--- src/umr_pkg.sv ---
// ----------------------------------------------------------------------------
// umr_pkg: shared types for the UART message receiver
// Result status codes and the event record from the framer to the emitter.
// ----------------------------------------------------------------------------
package umr_pkg;

  typedef enum logic [1:0] {
    ST_OK   = 2'd0,
    ST_BYTE = 2'd1,
    ST_FULL = 2'd2,
    ST_BAD  = 2'd3
  } umr_status_t;

  // One event per accepted line sample
  typedef struct packed {
    logic        valid;   // sample processed this cycle
    logic        drain;   // message complete: deliver stored bytes
    umr_status_t status;  // status of the single result when not draining
  } umr_event_t;

  localparam int unsigned CfgWidth = 5;

endpackage

--- src/umr_ram.sv ---
// ----------------------------------------------------------------------------
// umr_ram: generic single-port-write, single-port-read RAM
// One write and one registered read per cycle.
// ----------------------------------------------------------------------------
module umr_ram #(
  parameter int WIDTH = 8,
  parameter int DEPTH = 16,
  localparam int AW = (DEPTH > 1) ? $clog2(DEPTH) : 1
) (
  input  logic             clk,
  input  logic             wr_en,
  input  logic [AW-1:0]    wr_addr,
  input  logic [WIDTH-1:0] wr_data,
  input  logic             rd_en,
  input  logic [AW-1:0]    rd_addr,
  output logic [WIDTH-1:0] rd_data
);

  logic [WIDTH-1:0] mem [DEPTH];

  always_ff @(posedge clk) begin
    if (wr_en) begin
      mem[wr_addr] <= wr_data;
    end
    if (rd_en) begin
      rd_data <= mem[rd_addr];
    end
  end

endmodule

--- src/umr_frame.sv ---
// ----------------------------------------------------------------------------
// umr_frame: 8N1 framer
// Shifts data bits in one per sample, checks start/stop, counts bytes and
// writes each finished byte into the message store.
// ----------------------------------------------------------------------------
module umr_frame #(
  parameter int STORE_DEPTH = 16,
  localparam int AW = (STORE_DEPTH > 1) ? $clog2(STORE_DEPTH) : 1,
  localparam int CW = $clog2(STORE_DEPTH + 1)
) (
  input  logic                           clk,
  input  logic                           rst_n,
  input  logic                           step,
  input  logic                           rx_bit,
  input  logic [umr_pkg::CfgWidth-1:0]   message_limit,
  output umr_pkg::umr_event_t            ev,
  output logic [CW-1:0]                  byte_count,
  output logic                           wr_en,
  output logic [AW-1:0]                  wr_addr,
  output logic [7:0]                     wr_data
);

  import umr_pkg::*;

  localparam int LW = (CW > CfgWidth) ? CW : CfgWidth;

  typedef enum logic [1:0] {
    M_IDLE,
    M_GAP,
    M_DATA,
    M_STOP
  } mode_t;

  mode_t        mode_r, mode_nxt;
  logic [7:0]   shift_r, shift_nxt;
  logic [2:0]   bit_cnt_r, bit_cnt_nxt;
  logic [CW-1:0] count_r, count_nxt;
  logic [LW-1:0] lim_ext, lim_eff;
  logic [CW-1:0] start_count;

  assign lim_ext = LW'(message_limit);
  assign lim_eff = (lim_ext > LW'(STORE_DEPTH)) ? LW'(STORE_DEPTH) : lim_ext;

  // Idle start bit restarts the count at zero
  assign start_count = (mode_r == M_IDLE) ? '0 : count_r;

  assign byte_count = count_r;
  assign wr_addr    = count_r[AW-1:0];
  assign wr_data    = shift_r;

  always_comb begin
    mode_nxt    = mode_r;
    shift_nxt   = shift_r;
    bit_cnt_nxt = bit_cnt_r;
    count_nxt   = count_r;
    ev.valid    = step;
    ev.drain    = 1'b0;
    ev.status   = ST_OK;
    wr_en       = 1'b0;
    if (step) begin
      unique case (mode_r)
        M_IDLE, M_GAP: begin
          if (rx_bit) begin
            // line high after a stop bit ends the message
            mode_nxt = M_IDLE;
            ev.drain = (mode_r == M_GAP) && (count_r != '0);
          end else begin
            bit_cnt_nxt = '0;
            count_nxt   = start_count;
            if (LW'(start_count) >= lim_eff) begin
              mode_nxt  = M_IDLE;
              ev.status = ST_FULL;
            end else begin
              mode_nxt  = M_DATA;
              shift_nxt = '0;
            end
          end
        end
        M_DATA: begin
          shift_nxt   = {rx_bit, shift_r[7:1]};
          bit_cnt_nxt = bit_cnt_r + 3'd1;
          if (bit_cnt_r == 3'd7) begin
            mode_nxt = M_STOP;
          end
        end
        M_STOP: begin
          if (rx_bit) begin
            wr_en     = 1'b1;
            count_nxt = count_r + CW'(1);
            mode_nxt  = M_GAP;
          end else begin
            mode_nxt  = M_IDLE;
            ev.status = ST_BAD;
          end
        end
        default: mode_nxt = M_IDLE;
      endcase
    end
  end

  always_ff @(posedge clk) begin
    if (!rst_n) begin
      mode_r    <= M_IDLE;
      bit_cnt_r <= '0;
      count_r   <= '0;
    end else begin
      mode_r    <= mode_nxt;
      bit_cnt_r <= bit_cnt_nxt;
      count_r   <= count_nxt;
    end
    shift_r <= shift_nxt;
  end

endmodule

--- src/umr_emit.sv ---
// ----------------------------------------------------------------------------
// umr_emit: result sequencer
// Registers single results and walks the message store on completion.
// ----------------------------------------------------------------------------
module umr_emit #(
  parameter int STORE_DEPTH = 16,
  localparam int AW = (STORE_DEPTH > 1) ? $clog2(STORE_DEPTH) : 1,
  localparam int CW = $clog2(STORE_DEPTH + 1)
) (
  input  logic                 clk,
  input  logic                 rst_n,
  input  umr_pkg::umr_event_t  ev,
  input  logic [CW-1:0]        byte_count,
  output logic                 ready,
  output logic                 rd_en,
  output logic [AW-1:0]        rd_addr,
  input  logic [7:0]           rd_data,
  output logic                 out_valid,
  input  logic                 out_ready,
  output umr_pkg::umr_status_t out_status,
  output logic [7:0]           out_byte,
  output logic [3:0]           out_pos,
  output logic                 out_last
);

  import umr_pkg::*;

  typedef enum logic [1:0] {
    E_IDLE,
    E_READ,
    E_LOAD,
    E_HOLD
  } estate_t;

  estate_t       state_r;
  logic [AW-1:0] idx_r;
  logic [CW-1:0] total_r;
  logic          valid_r;
  umr_status_t   status_r;
  logic [7:0]    byte_r;
  logic [3:0]    pos_r;
  logic          last_r;
  logic          taken;

  assign taken      = valid_r && out_ready;
  assign ready      = (state_r == E_IDLE) && !valid_r;
  assign rd_en      = (state_r == E_READ);
  assign rd_addr    = idx_r;
  assign out_valid  = valid_r;
  assign out_status = status_r;
  assign out_byte   = byte_r;
  assign out_pos    = pos_r;
  assign out_last   = last_r;

  always_ff @(posedge clk) begin
    if (!rst_n) begin
      state_r <= E_IDLE;
      valid_r <= 1'b0;
    end else begin
      unique case (state_r)
        E_IDLE: begin
          if (taken) begin
            valid_r <= 1'b0;
          end
          if (ev.valid) begin
            if (ev.drain) begin
              idx_r   <= '0;
              total_r <= byte_count;
              state_r <= E_READ;
            end else begin
              valid_r  <= 1'b1;
              status_r <= ev.status;
              byte_r   <= '0;
              pos_r    <= '0;
              last_r   <= 1'b1;
            end
          end
        end
        E_READ: state_r <= E_LOAD;
        E_LOAD: begin
          valid_r  <= 1'b1;
          status_r <= ST_BYTE;
          byte_r   <= rd_data;
          pos_r    <= 4'(idx_r);
          last_r   <= (CW'(idx_r) + CW'(1) == total_r);
          state_r  <= E_HOLD;
        end
        E_HOLD: begin
          if (taken) begin
            valid_r <= 1'b0;
            if (last_r) begin
              state_r <= E_IDLE;
            end else begin
              idx_r   <= idx_r + AW'(1);
              state_r <= E_READ;
            end
          end
        end
        default: state_r <= E_IDLE;
      endcase
    end
  end

endmodule

--- src/uart_message_receiver.sv ---
// ----------------------------------------------------------------------------
// uart_message_receiver: 8N1 serial message receiver
// Gathers back-to-back bytes into a message and delivers them in order.
// ----------------------------------------------------------------------------
//
//  channel  direction  payload
//  in_      slave      tdata[0] rx_bit (one line sample per bit period)
//  out_     master     tuser status, tdata {byte_position, data_byte}, tlast
//  cfg_     write      cfg_wdata message_limit
//
//  Timing: a sample that yields one result is accepted and the result appears
//  in the output register in the cycle after; the next sample is taken once that
//  result is transferred. Each byte of a completed message goes through a store
//  read, a load and a transfer before the next byte is read.
//  Reset: synchronous, active low; message_limit returns to 16.
//  Stalls: out_tready low holds the result and keeps in_tready low.
//
module uart_message_receiver #(
  parameter int STORE_DEPTH = 16
) (
  input  logic        clk,
  input  logic        rst_n,
  // input stream
  input  logic        in_tvalid,
  output logic        in_tready,
  input  logic [7:0]  in_tdata,   // [0] rx_bit, [7:1] zero
  // result stream
  output logic        out_tvalid,
  input  logic        out_tready,
  output logic [15:0] out_tdata,  // [7:0] data_byte, [11:8] byte_position, [15:12] zero
  output logic [1:0]  out_tuser,  // [1:0] status
  output logic        out_tlast,  // last
  // configuration
  input  logic        cfg_we,
  input  logic [4:0]  cfg_wdata   // message_limit
);

  import umr_pkg::*;

  localparam int AW = (STORE_DEPTH > 1) ? $clog2(STORE_DEPTH) : 1;
  localparam int CW = $clog2(STORE_DEPTH + 1);

  logic [CfgWidth-1:0] limit_r;
  logic                step;
  umr_event_t          ev;
  logic [CW-1:0]       byte_count;
  logic                wr_en;
  logic [AW-1:0]       wr_addr;
  logic [7:0]          wr_data;
  logic                rd_en;
  logic [AW-1:0]       rd_addr;
  logic [7:0]          rd_data;
  umr_status_t         status;
  logic [7:0]          data_byte;
  logic [3:0]          byte_position;

  // message limit register; values above the store depth clamp in the framer
  always_ff @(posedge clk) begin
    if (!rst_n) begin
      limit_r <= CfgWidth'(16);
    end else if (cfg_we) begin
      limit_r <= cfg_wdata;
    end
  end

  // one sample per transfer
  assign step = in_tvalid && in_tready;

  umr_frame #(.STORE_DEPTH(STORE_DEPTH)) u_frame (
    .clk           (clk),
    .rst_n         (rst_n),
    .step          (step),
    .rx_bit        (in_tdata[0]),
    .message_limit (limit_r),
    .ev            (ev),
    .byte_count    (byte_count),
    .wr_en         (wr_en),
    .wr_addr       (wr_addr),
    .wr_data       (wr_data)
  );

  // message store
  umr_ram #(.WIDTH(8), .DEPTH(STORE_DEPTH)) u_store (
    .clk     (clk),
    .wr_en   (wr_en),
    .wr_addr (wr_addr),
    .wr_data (wr_data),
    .rd_en   (rd_en),
    .rd_addr (rd_addr),
    .rd_data (rd_data)
  );

  umr_emit #(.STORE_DEPTH(STORE_DEPTH)) u_emit (
    .clk        (clk),
    .rst_n      (rst_n),
    .ev         (ev),
    .byte_count (byte_count),
    .ready      (in_tready),
    .rd_en      (rd_en),
    .rd_addr    (rd_addr),
    .rd_data    (rd_data),
    .out_valid  (out_tvalid),
    .out_ready  (out_tready),
    .out_status (status),
    .out_byte   (data_byte),
    .out_pos    (byte_position),
    .out_last   (out_tlast)
  );

  assign out_tdata = {4'b0000, byte_position, data_byte};
  assign out_tuser = status;

endmodule

--- config.mk ---
export PLATFORM = sky130hd
export DESIGN_NAME = uart_message_receiver
export DESIGN_NICKNAME = d
export VERILOG_FILES = /design/src/umr_pkg.sv /design/src/umr_ram.sv /design/src/umr_frame.sv /design/src/umr_emit.sv /design/src/uart_message_receiver.sv
export SDC_FILE = /design/constraint.sdc
export NUM_CORES = 1
export LEC_CHECK = 0
export BUFFER_PORTS_ARGS = -buffer_cell sky130_fd_sc_hd__buf_2
export CAP_MARGIN = 20
export CELL_PAD_IN_SITES_DETAIL_PLACEMENT = 1
export CELL_PAD_IN_SITES_GLOBAL_PLACEMENT = 1
export CORE_MARGIN = 2
export CORE_UTILIZATION = 52
export CTS_CLUSTER_DIAMETER = 100
export DETAILED_ROUTE_END_ITERATION = 10
export GPL_TIMING_DRIVEN = 0
export PLACE_DENSITY_LB_ADDON = 0.1
export REMOVE_ABC_BUFFERS = 1
export SYNTH_ARGS = -nofsm -noshare
export SYNTH_HDL_FRONTEND = slang
export SYNTH_SLANG_ARGS = --single-unit
--- constraint.sdc ---
create_clock -name clk -period 3.25 [get_ports clk]
set_input_delay 0.325 -clock clk [delete_from_list [all_inputs] [get_ports clk]]
set_output_delay 0.325 -clock clk [all_outputs]
set_load 0.005 [all_outputs]
# After elaboration in Yosys (flattened, before gate mapping)
# Memory sizes are Yosys's and may differ from the RTL's. A register that Yosys moved wholly into a read port is not among the register bits.
# Cells that the tools add are included.
word_totals:
  elab_cells: 112
  out_inout_bits: 21
  input_bits: 18
  ram_bits: 128
  ff_bits: 50
  n_memories: 1
op_classes:
  add_sub_neg: 4
  order_cmp: 2
  eq_ne: 17
  n_mux: 53
  reduce_logical: 22
mem_list:
  columns: ["memory", "words", "word_bits", "read_ports", "rd_ports_with_merged_regs", "write_ports", "line_no", "rtl"]
  rows:
  - ["u_store.mem", 16, 8, 1, 1, 1, "umr_ram.sv:19", "logic [WIDTH-1:0] mem [DEPTH];"]
ops:
  columns: ["operator", "count"]
  rows:
  - ["two-way mux 8 bit", 4]
  - ["one-hot mux 8 bit (2 select lines)", 2]
  - ["two-way mux 4 bit", 6]
  - ["two-way mux 2 bit", 11]
  - ["two-way mux 5 bit", 4]
  - ["one-hot mux 4 bit (2 select lines)", 2]
  - ["AND reduction 4 bit", 4]
  - ["two-way mux 1 bit", 14]
  - ["!= test 2 bit (second input constant)", 7]
  - ["one-hot mux 5 bit (2 select lines)", 1]
  - ["equality test 2 bit (second input constant)", 4]
  - ["one-hot mux 2 bit (2 select lines)", 2]
  - ["one-hot mux 2 bit (4 select lines)", 1]
  - ["nonzero test 2 bit", 4]
  - ["two-way mux 3 bit", 2]
  - ["one-hot mux 2 bit (3 select lines)", 1]
  - ["one-hot mux 3 bit (2 select lines)", 1]
  - ["AND reduction 3 bit", 2]
  - ["AND reduction 6 bit", 1]
  - ["adder 4 x 1 -> 5 bit (second input constant)", 1]
  - ["adder 5 x 1 -> 5 bit (second input constant)", 1]
  - ["equality test 5 bit", 1]
  - ["greater-or-equal comparator 5 bit", 1]
  - ["greater-than comparator 5 bit (second input constant)", 1]
  - ["other kinds (14)", 20]

# Longest topological paths before layout
# Gate-level depths: netlist of the first run.
logic_depth:
  word_depth: 10
  ltp_mapped: 10
  mapped_depth_nobuf: 8

# Modules after synthesis
# A second synthesis of the first run with hierarchy kept.
hier_totals:
  hier_cells: 467
  hier_area_um2: 7840.0
by_module_without_submodules:
  columns: ["module", "seq_area_each_um2", "cells_each", "area_per_inst_um2", "n_inst"]
  rows:
  - ["umr_ram", 4083.9, 229, 5227.5, 1]
  - ["umr_emit", 780.7, 92, 1244.9, 1]
  - ["umr_frame", 440.4, 124, 1137.3, 1]
  - ["uart_message_receiver", 100.1, 22, 230.2, 1]

# Least setup slack after synthesis of the first run
# OpenSTA, ideal clock, no wires.
synth_path:
  path_kind: "register -> register"
  startpoint: "register u_frame.mode_r[1]"
  endpoint: "register u_frame.shift_r[0], in the netlist u_frame.wr_data[0], enable pin"
  slack_ns: 0.418
  path_buffers: 2
  arrival_time_ns: 2.446
  stages_incl_launch_ff: 10
  setup_ns: 0.386
  t_required_ns: 2.864
  period_less_slack_ns: 2.832
  cell_sequence: "dfxtp_1 clkbuf_1 buf_2 nor2_1 nor2b_1 ha_1 a21o_1 a31oi_1 o21ai_0 a211oi_1"
synth_via:
  elab_chain_cells: 5
  elab_cells_between_ends: 10
  classes_between: "1 x order compare; 4 x eq/ne; 1 x mux; 4 x reduce/logical"
synth_lines:
  columns: ["element", "line_no", "rtl"]
  rows:
  - ["start, declared", "umr_frame.sv:34", "mode_t mode_r, mode_nxt;"]
  - ["start signal, assigned", "umr_frame.sv:107", "mode_r <= mode_nxt;"]
  - ["zero test 2 bit", "umr_frame.sv:45, umr_frame.sv:61", null]
  - ["two-way mux 5 bit", "umr_frame.sv:45", "assign start_count = (mode_r == M_IDLE) ? '0 : count_r;"]
  - ["greater-or-equal comparator 5 bit", "umr_frame.sv:70", "if (LW'(start_count) >= lim_eff) begin"]
  - ["!= test 2 bit (no line)", null, null]
  - ["AND reduction 4 bit (no line) *", null, null]
  - ["end signal, assigned", "umr_frame.sv:111", "shift_r <= shift_nxt;"]
  - ["end, declared", "umr_frame.sv:35", "logic [7:0] shift_r, shift_nxt;"]
# Every way passes the cells marked *; elsewhere a longest branch is shown, timed or not.
# A chain may end at the register's enable or synchronous reset.

# Worst setup path in the final report of the first run
layout_path:
  startpoint: "register u_frame.mode_r[1]"
  endpoint: "register u_frame.shift_r[4], in the netlist u_frame.wr_data[4], enable pin"
# The elaborated chain is that of the path after synthesis.

==> results of run 1 <==
## sequential cells by signal (all words and copies together), names as in the netlist, 5 cells and up
register,count
u_store.mem,128
u_emit.out_byte,8
u_frame.wr_data,8
u_frame.byte_count,5
u_store.rd_data,8
u_emit.total_r,5
limit_r,5
## power groups by stage
stage / combinational (W) / clock [W] / sequential (W)
finish: 0.0000822 / 0.00218 / 0.00265
CTS: 0.0000838 / 0.00221 / 0.00265
detailed placement: 0.0000829 / 0 / 0.00271
global route: 0.0000936 / 0.00229 / 0.00266
floorplan: 0.0000447 / 0 / 0.00269
global placement: 0.0000773 / 0 / 0.00270
## cell families after synthesis
| family | Yosys count | synth area share, % |
|---|---|---|
| xor+xnor | 5 | 0.561 |
| simple gates | 119 | 8.07 |
| other cells | 1 | 0.0480 |
| buf+inv | 34 | 2.64 |
| mux | 45 | 11.6 |
| fa+ha+maj | 16 | 2.56 |
| compound gates | 60 | 5.38 |
| flops | 186 | 69.2 |
## layer usage
metal	track usage, %	vias up	share of wire, %
li1	-	1885	-
met1	31.5	2099	43
met2	35.8	119	49
met3	4.13	29	4.8
met4	9.70	0	3.0
met5	0	-	0
## critical path: cells and delay by family, from the launching register on
family,cells,cell delay (ps)
AO/OA/AOI/OAI,4,880
flip-flops,1,800
AND/OR/NAND/NOR,2,410
buffers and inverters,1,280
adder cells (fa/ha/maj),1,270
## Yosys cell counts, types with 7 or more instances
| master | n | share of area (%) |
|---|---|---|
| sky130_fd_sc_hd__dfxtp_1 | 18 | 4.6 |
| sky130_fd_sc_hd__mux4_2 | 18 | 5.2 |
| sky130_fd_sc_hd__nand2_1 | 21 | 1.0 |
| sky130_fd_sc_hd__o21ai_0 | 7 | 0.45 |
| sky130_fd_sc_hd__mux4_1 | 14 | 4.7 |
| sky130_fd_sc_hd__a21oi_1 | 18 | 1.2 |
| sky130_fd_sc_hd__clkbuf_1 | 7 | 0.34 |
| sky130_fd_sc_hd__nor2b_1 | 17 | 1.4 |
| sky130_fd_sc_hd__and2_1 | 24 | 1.9 |
| sky130_fd_sc_hd__buf_2 | 7 | 0.45 |
| sky130_fd_sc_hd__nor2_1 | 29 | 1.4 |
| sky130_fd_sc_hd__inv_1 | 8 | 0.38 |
| sky130_fd_sc_hd__mux2i_1 | 13 | 1.7 |
| sky130_fd_sc_hd__a211oi_1 | 11 | 1.1 |
| sky130_fd_sc_hd__edfxtp_1 | 168 | 65 |
| sky130_fd_sc_hd__ha_1 | 16 | 2.6 |
## cells in the final DEF, fill, tap and decap left out, drive strengths merged, types with 4 or more instances in the layout
master  instances
edfxtp        168
buf            39
mux4           32
nor2           31
and2           24
nand2          21
a21oi          18
dfxtp          18
clkbuf         18
nor2b          17
ha             16
mux2i          13
a211oi         11
inv            10
clkinv          9
o21ai           8
nand3           7
nand2b          6
nor3            5
a22oi           4
conb            4
bufinv          4
## per-stage QoR
stage | cells | setup WS (ps) | setup TNS, ps | utilization [%] | power (W)
after floorplan | 444 | 484 | 0 | - | 0.00274
after CTS | 699 | 282 | 0 | 60.6 | 0.00495
after detailed placement | 667 | 314 | 0 | 56.3 | 0.00279
after global routing | 699 | 1.72 | 0 | 60.6 | 0.00505
after global placement | 655 | -438 | -4160 | 55.0 | 0.00278
final | 699 | 309 | 0 | 60.6 | 0.00492
## path summary, 6_finish.rpt
check / startpoint / endpoint / cells past startpoint
hold reg to reg: limit_r[3] / limit_r[3] / 2
setup reg to reg: u_frame.mode_r[1] / u_frame.wr_data[4] / 8
setup / recovery: u_frame.mode_r[1] / u_frame.wr_data[4] / 8
hold / removal: cfg_wdata[4] / limit_r[4] / 3
## layout make-up
type | instances | area [um^2]
Clock buffer | 18 | 429
Clock inverter | 14 | 194
Fill cell | 1259 | 5750
Inverter | 9 | 33.8
Multi-Input combinational cell | 249 | 2210
Sequential cell | 186 | 5410
Tap cell | 184 | 230
Timing Repair Buffer | 39 | 338
==> impl_metrics.json, run 1 <==
{
  "fp.dieH_um": 127,
  "timing.critical_path.slowest_cell_delay_ps": 800,
  "cp_slowest_cell": "sky130_fd_sc_hd__dfxtp_1",
  "cts-root-to-sink-buffers": 2,
  "floorplan.io_pins": 39,
  "final_hold_viol_count": 0,
  "p_int_w": 0.00394,
  "regToRegSetupSlack_ps": 310,
  "part_of_the_power_in_the_clock_network_pct": 44.3,
  "drv_slew": 0,
  "unrepaired_setup_endpoints_after_global_routing": "no",
  "worst_slew_margin_rel_pct": 28.8,
  "port_buffers": 27,
  "areaGrowthSynthToFinish_pct": 13.2,
  "final_area_um2": 8840,
  "cts_root_buffer": "sky130_fd_sc_hd__clkbuf_16",
  "tritoncts.num_buffers": 17,
  "die_width_um": 127,
  "power_frac_comb_pct": 1.7,
  "worst-endpoint-arrival_ps": 3070,
  "number_of_nets_at_the_end_of_the_flow": 536,
  "timing.setup.critical_path_class": "register to register",
  "placementRows": 44,
  "dr.pass1.iters": 4,
  "maxClockFrequency_mhz": 340,
  "cts_max_level": 4,
  "grt_start_max_net_pins": 24,
  "ys.warnings.count": 0,
  "synth-seq-cells": 186,
  "asyncSetResetFlopFracSynth_pct": 0,
  "critical_path_cell_by_cell": "nor2_1, nor2b_1, ha_1, a21o_1, a31oi_1, o21ai_0, a211oi_1, buf_2",
  "sequentialPowerShare_pct": 54.0,
  "finalWeightedCongestion": 0.761,
  "global_route.usage.total_pct": 22.7,
  "clk_latency_ps": 430,
  "tritoncts": "yes",
  "gr-total-overflow": 0,
  "drt_first_iter_violations": 311,
  "max-vdd-ir-drop_uv": 339,
  "hold_class": "input port to register",
  "placeableCoreArea_um2": 14600,
  "power_switching_w": 0.000975,
  "crit_required_ps": 3380,
  "post_cts_resized": 0,
  "cts.clk_slew.worst_paths_ps": 70,
  "synthCells": 466,
  "antenna_violations_before_repair": 0,
  "status": "complete, no violations",
  "synth_cell_types": 54,
  "timing_worst_slew_pin_value_ps": 1060,
  "placed_inst_area_um2": 8220,
  "syn-cell-area_um2": 7810,
  "endpoint_kind": "register",
  "fin_worst_skew_ps": 6.26,
  "dpl.hpwl_mm": 11.1,
  "finalCritPeriodShare_pct": 90.5,
  "post_drt_via_cell_ratio": 5.91,
  "vias_in_the_first_global_route": 4471,
  "path_max_fanout": 23,
  "finalWirelength_mm": 17.0,
  "clkSinkCount": 186,
  "grt_first_pass_wirelength_mm": 26.7,
  "floorplan.initialDensity_pct": 53.6,
  "post_cts_buffers": 0,
  "die_area_um2": 16000,
  "setup.worst_path.start_class": "register",
  "timing.final.setup_violations": 0,
  "powerDensity_nw_per_um2": 556,
  "final_period_demand_of_the_worst_path_ps": 2940,
  "max-cap-violations": 0,
  "synth_sequential_area_ratio_pct": 69.2,
  "layout-drive-gt1-share_pct": 18.1,
  "diodes": 0,
  "detail-route-antenna-nets": 0,
  "hold_buffers": 0,
  "power.leakage_nw": 3.08,
  "vias": 4132,
  "yosys_most_used_dff": "sky130_fd_sc_hd__edfxtp_1",
  "p_sw_share_pct": 19.8,
  "synth_enable_flop_cells": 168,
  "route.detailed.wl_per_inst_um": 24.3,
  "postSynthAreaPerCell_um2": 16.8,
  "hold_ws_ps": 133,
  "drc": 0
}
Note: power is estimated with default switching activity, not from simulation.
==> run 2: changes to the inputs <==
--- a/config.mk
+++ b/config.mk
@@ -15,6 +15,7 @@
 export DETAILED_ROUTE_END_ITERATION = 10
 export GPL_TIMING_DRIVEN = 0
 export PLACE_DENSITY_LB_ADDON = 0.1
+export RECOVER_POWER = 100
 export REMOVE_ABC_BUFFERS = 1
 export SYNTH_ARGS = -nofsm -noshare
 export SYNTH_HDL_FRONTEND = slang
==> run 2 against run 1 <==
Routed wire length grew 0.42%. Highest routed layer unchanged. Clock skew is essentially flat. Total power is essentially flat. Clock-buffer cell count is the same. Die area is the same. Critical endpoint is now u_store.rd_data[0]. Via count grew 1.5%. Maximum frequency shrank 4.9%. Combinational power shrank 3.5%. Sequential share of layout area grew 0.39 points. Design area shrank 0.64%. Hold slack lost 1.3 ps. Register-to-register slack lost 150 ps.
==> impl_metrics.json, run 2 (same netlist as run 1, synthesis figures left out) <==
{
  "route.detailed.wl_per_inst_um": 24.4,
  "dpl.hpwl_mm": 11.1,
  "placeableCoreArea_um2": 14600,
  "worst_slew_margin_rel_pct": 29.8,
  "regMostFlops": "u_store.mem",
  "tritoncts.num_buffers": 17,
  "power.leakage_nw": 3.02,
  "crit_required_ps": 3350,
  "max-vdd-ir-drop_uv": 338,
  "worstHoldPathCells": 3,
  "regToRegSetupSlack_ps": 160,
  "floorplan.io_pins": 39,
  "final_hold_viol_count": 0,
  "port_buffers": 27,
  "launch_instance_of_the_worst_min_delay_path": "cfg_wdata[4]",
  "diodes": 0,
  "drc": 0,
  "worst-endpoint-arrival_ps": 3200,
  "total_power_w": 0.00492,
  "drv_slew": 0,
  "unrepaired_setup_endpoints_after_global_routing": "no",
  "gr-total-overflow": 0,
  "reg2regPathDepth": 6,
  "cts-root-to-sink-buffers": 2,
  "die_width_um": 127,
  "final_cell_mix": "168 x sky130_fd_sc_hd__edfxtp_1, 31 x sky130_fd_sc_hd__nor2_1, 21 x sky130_fd_sc_hd__nand2_1",
  "number_of_nets_at_the_end_of_the_flow": 536,
  "post_cts_buffers": 0,
  "finalWeightedCongestion": 0.761,
  "finalCritPeriodShare_pct": 95.2,
  "maxClockFrequency_mhz": 323,
  "grt_start_max_net_pins": 24,
  "global_route.usage.total_pct": 22.7,
  "areaGrowthSynthToFinish_pct": 12.5,
  "antenna_violations_before_repair": 0,
  "layout.cells.most_common": "sky130_fd_sc_hd__edfxtp_1",
  "finalWirelength_mm": 17.1,
  "powerDensity_nw_per_um2": 559,
  "cts.clk_slew.worst_paths_ps": 70,
  "layout.core_utilization_pct": 60.2,
  "setup.worst_path.start_class": "register",
  "post_drt_via_cell_ratio": 6.00,
  "floorplan.initialDensity_pct": 53.6,
  "timing.final.setup_violations": 0,
  "layout-drive-gt1-share_pct": 15.0,
  "timing.setup.critical_path_class": "register to register",
  "cts_root_buffer": "sky130_fd_sc_hd__clkbuf_16",
  "clk_latency_ps": 430,
  "totalNegativeSetupSlack_ps": 0,
  "tritoncts": "yes",
  "timing_worst_slew_pin_value_ps": 1050,
  "hold_ws_ps": 132,
  "path_max_fanout": 12,
  "max-cap-violations": 0,
  "endpoint_kind": "register",
  "number_of_flip_flops_in_the_largest_register": 128,
  "vias_in_the_first_global_route": 4471,
  "post_place_cells": 667,
  "status": "complete, no violations",
  "detail-route-antenna-nets": 0,
  "hold_class": "input port to register",
  "hold_buffers": 0,
  "timing.hold.worst_endpoint": "limit_r[4]",
  "die_area_um2": 16000,
  "final_period_demand_of_the_worst_path_ps": 3090,
  "cts_max_level": 4,
  "clkSinkCount": 186,
  "vias": 4195,
  "placementRows": 44,
  "grt_first_pass_wirelength_mm": 26.7,
  "fp.dieH_um": 127,
  "r2r-start": "u_emit.rd_addr[0]",
  "finalNonFillerCells": 699,
  "dr.pass1.iters": 6,
  "drt_first_iter_violations": 348,
  "rr_endpoint": "u_store.rd_data[0]",
  "post_cts_resized": 0,
  "fin_worst_skew_ps": 6.09
}
run 2: how the worst max path moves through the flow:
stage | cells after the start | slack, ps | endpoint | start
global route | 8 | 2 | u_frame.wr_data[4] | u_frame.mode_r[1]
floorplan | 6 | 480 | u_emit.out_last | u_emit.rd_addr[0]
detailed placement | 8 | 310 | u_frame.wr_data[0] | u_frame.mode_r[1]
CTS | 8 | 280 | u_frame.wr_data[1] | u_frame.mode_r[1]
global placement | 4 | -440 | u_store.rd_data[5] | u_emit.rd_addr[0]
finish | 6 | 160 | u_store.rd_data[0] | u_emit.rd_addr[0]
run 2: worst max-delay path, cell delays in order, from the launching register on:
cell and delay (ps):
sky130_fd_sc_hd__edfxtp_1 530, sky130_fd_sc_hd__dlymetal6s2s_1 810, sky130_fd_sc_hd__buf_16 230, sky130_fd_sc_hd__mux4_1 550, sky130_fd_sc_hd__nor2b_1 150, sky130_fd_sc_hd__a211oi_1 320, sky130_fd_sc_hd__a21oi_1 150
run 2: per-stage QoR:
stage / cell area [um^2] / setup slack (ps)
6_report: 8790 / 157
5_1_grt: 8790 / 1.72
4_1_cts: 8840 / 282
3_5_place_dp: 8220 / 314
3_3_place_gp: 8020 / -438
2_1_floorplan: 7650 / 484
run 2: routing by layer:
layer / part of all wire (%) / track usage [%]
met1: 44 / 31.5
met2: 49 / 35.8
met3: 3.5 / 4.13
met4: 2.7 / 9.70
met5: 0 / 0
run 2: layout make-up:
cell class | instances | area, um^2
clock buffer | 18 | 429
clock inverter | 14 | 194
fill | 1264 | 5800
inverter | 9 | 33.8
multi-input combinational | 249 | 2200
sequential | 186 | 5410
tap | 184 | 230
timing repair buffer | 39 | 299
run 2: where the power goes:
part,total [W],internal (W),switching [W]
sequential,0.00265,0.00262,0.0000367
combinational,0.0000793,0.0000289,0.0000503
clock,0.00218,0.00129,0.000890
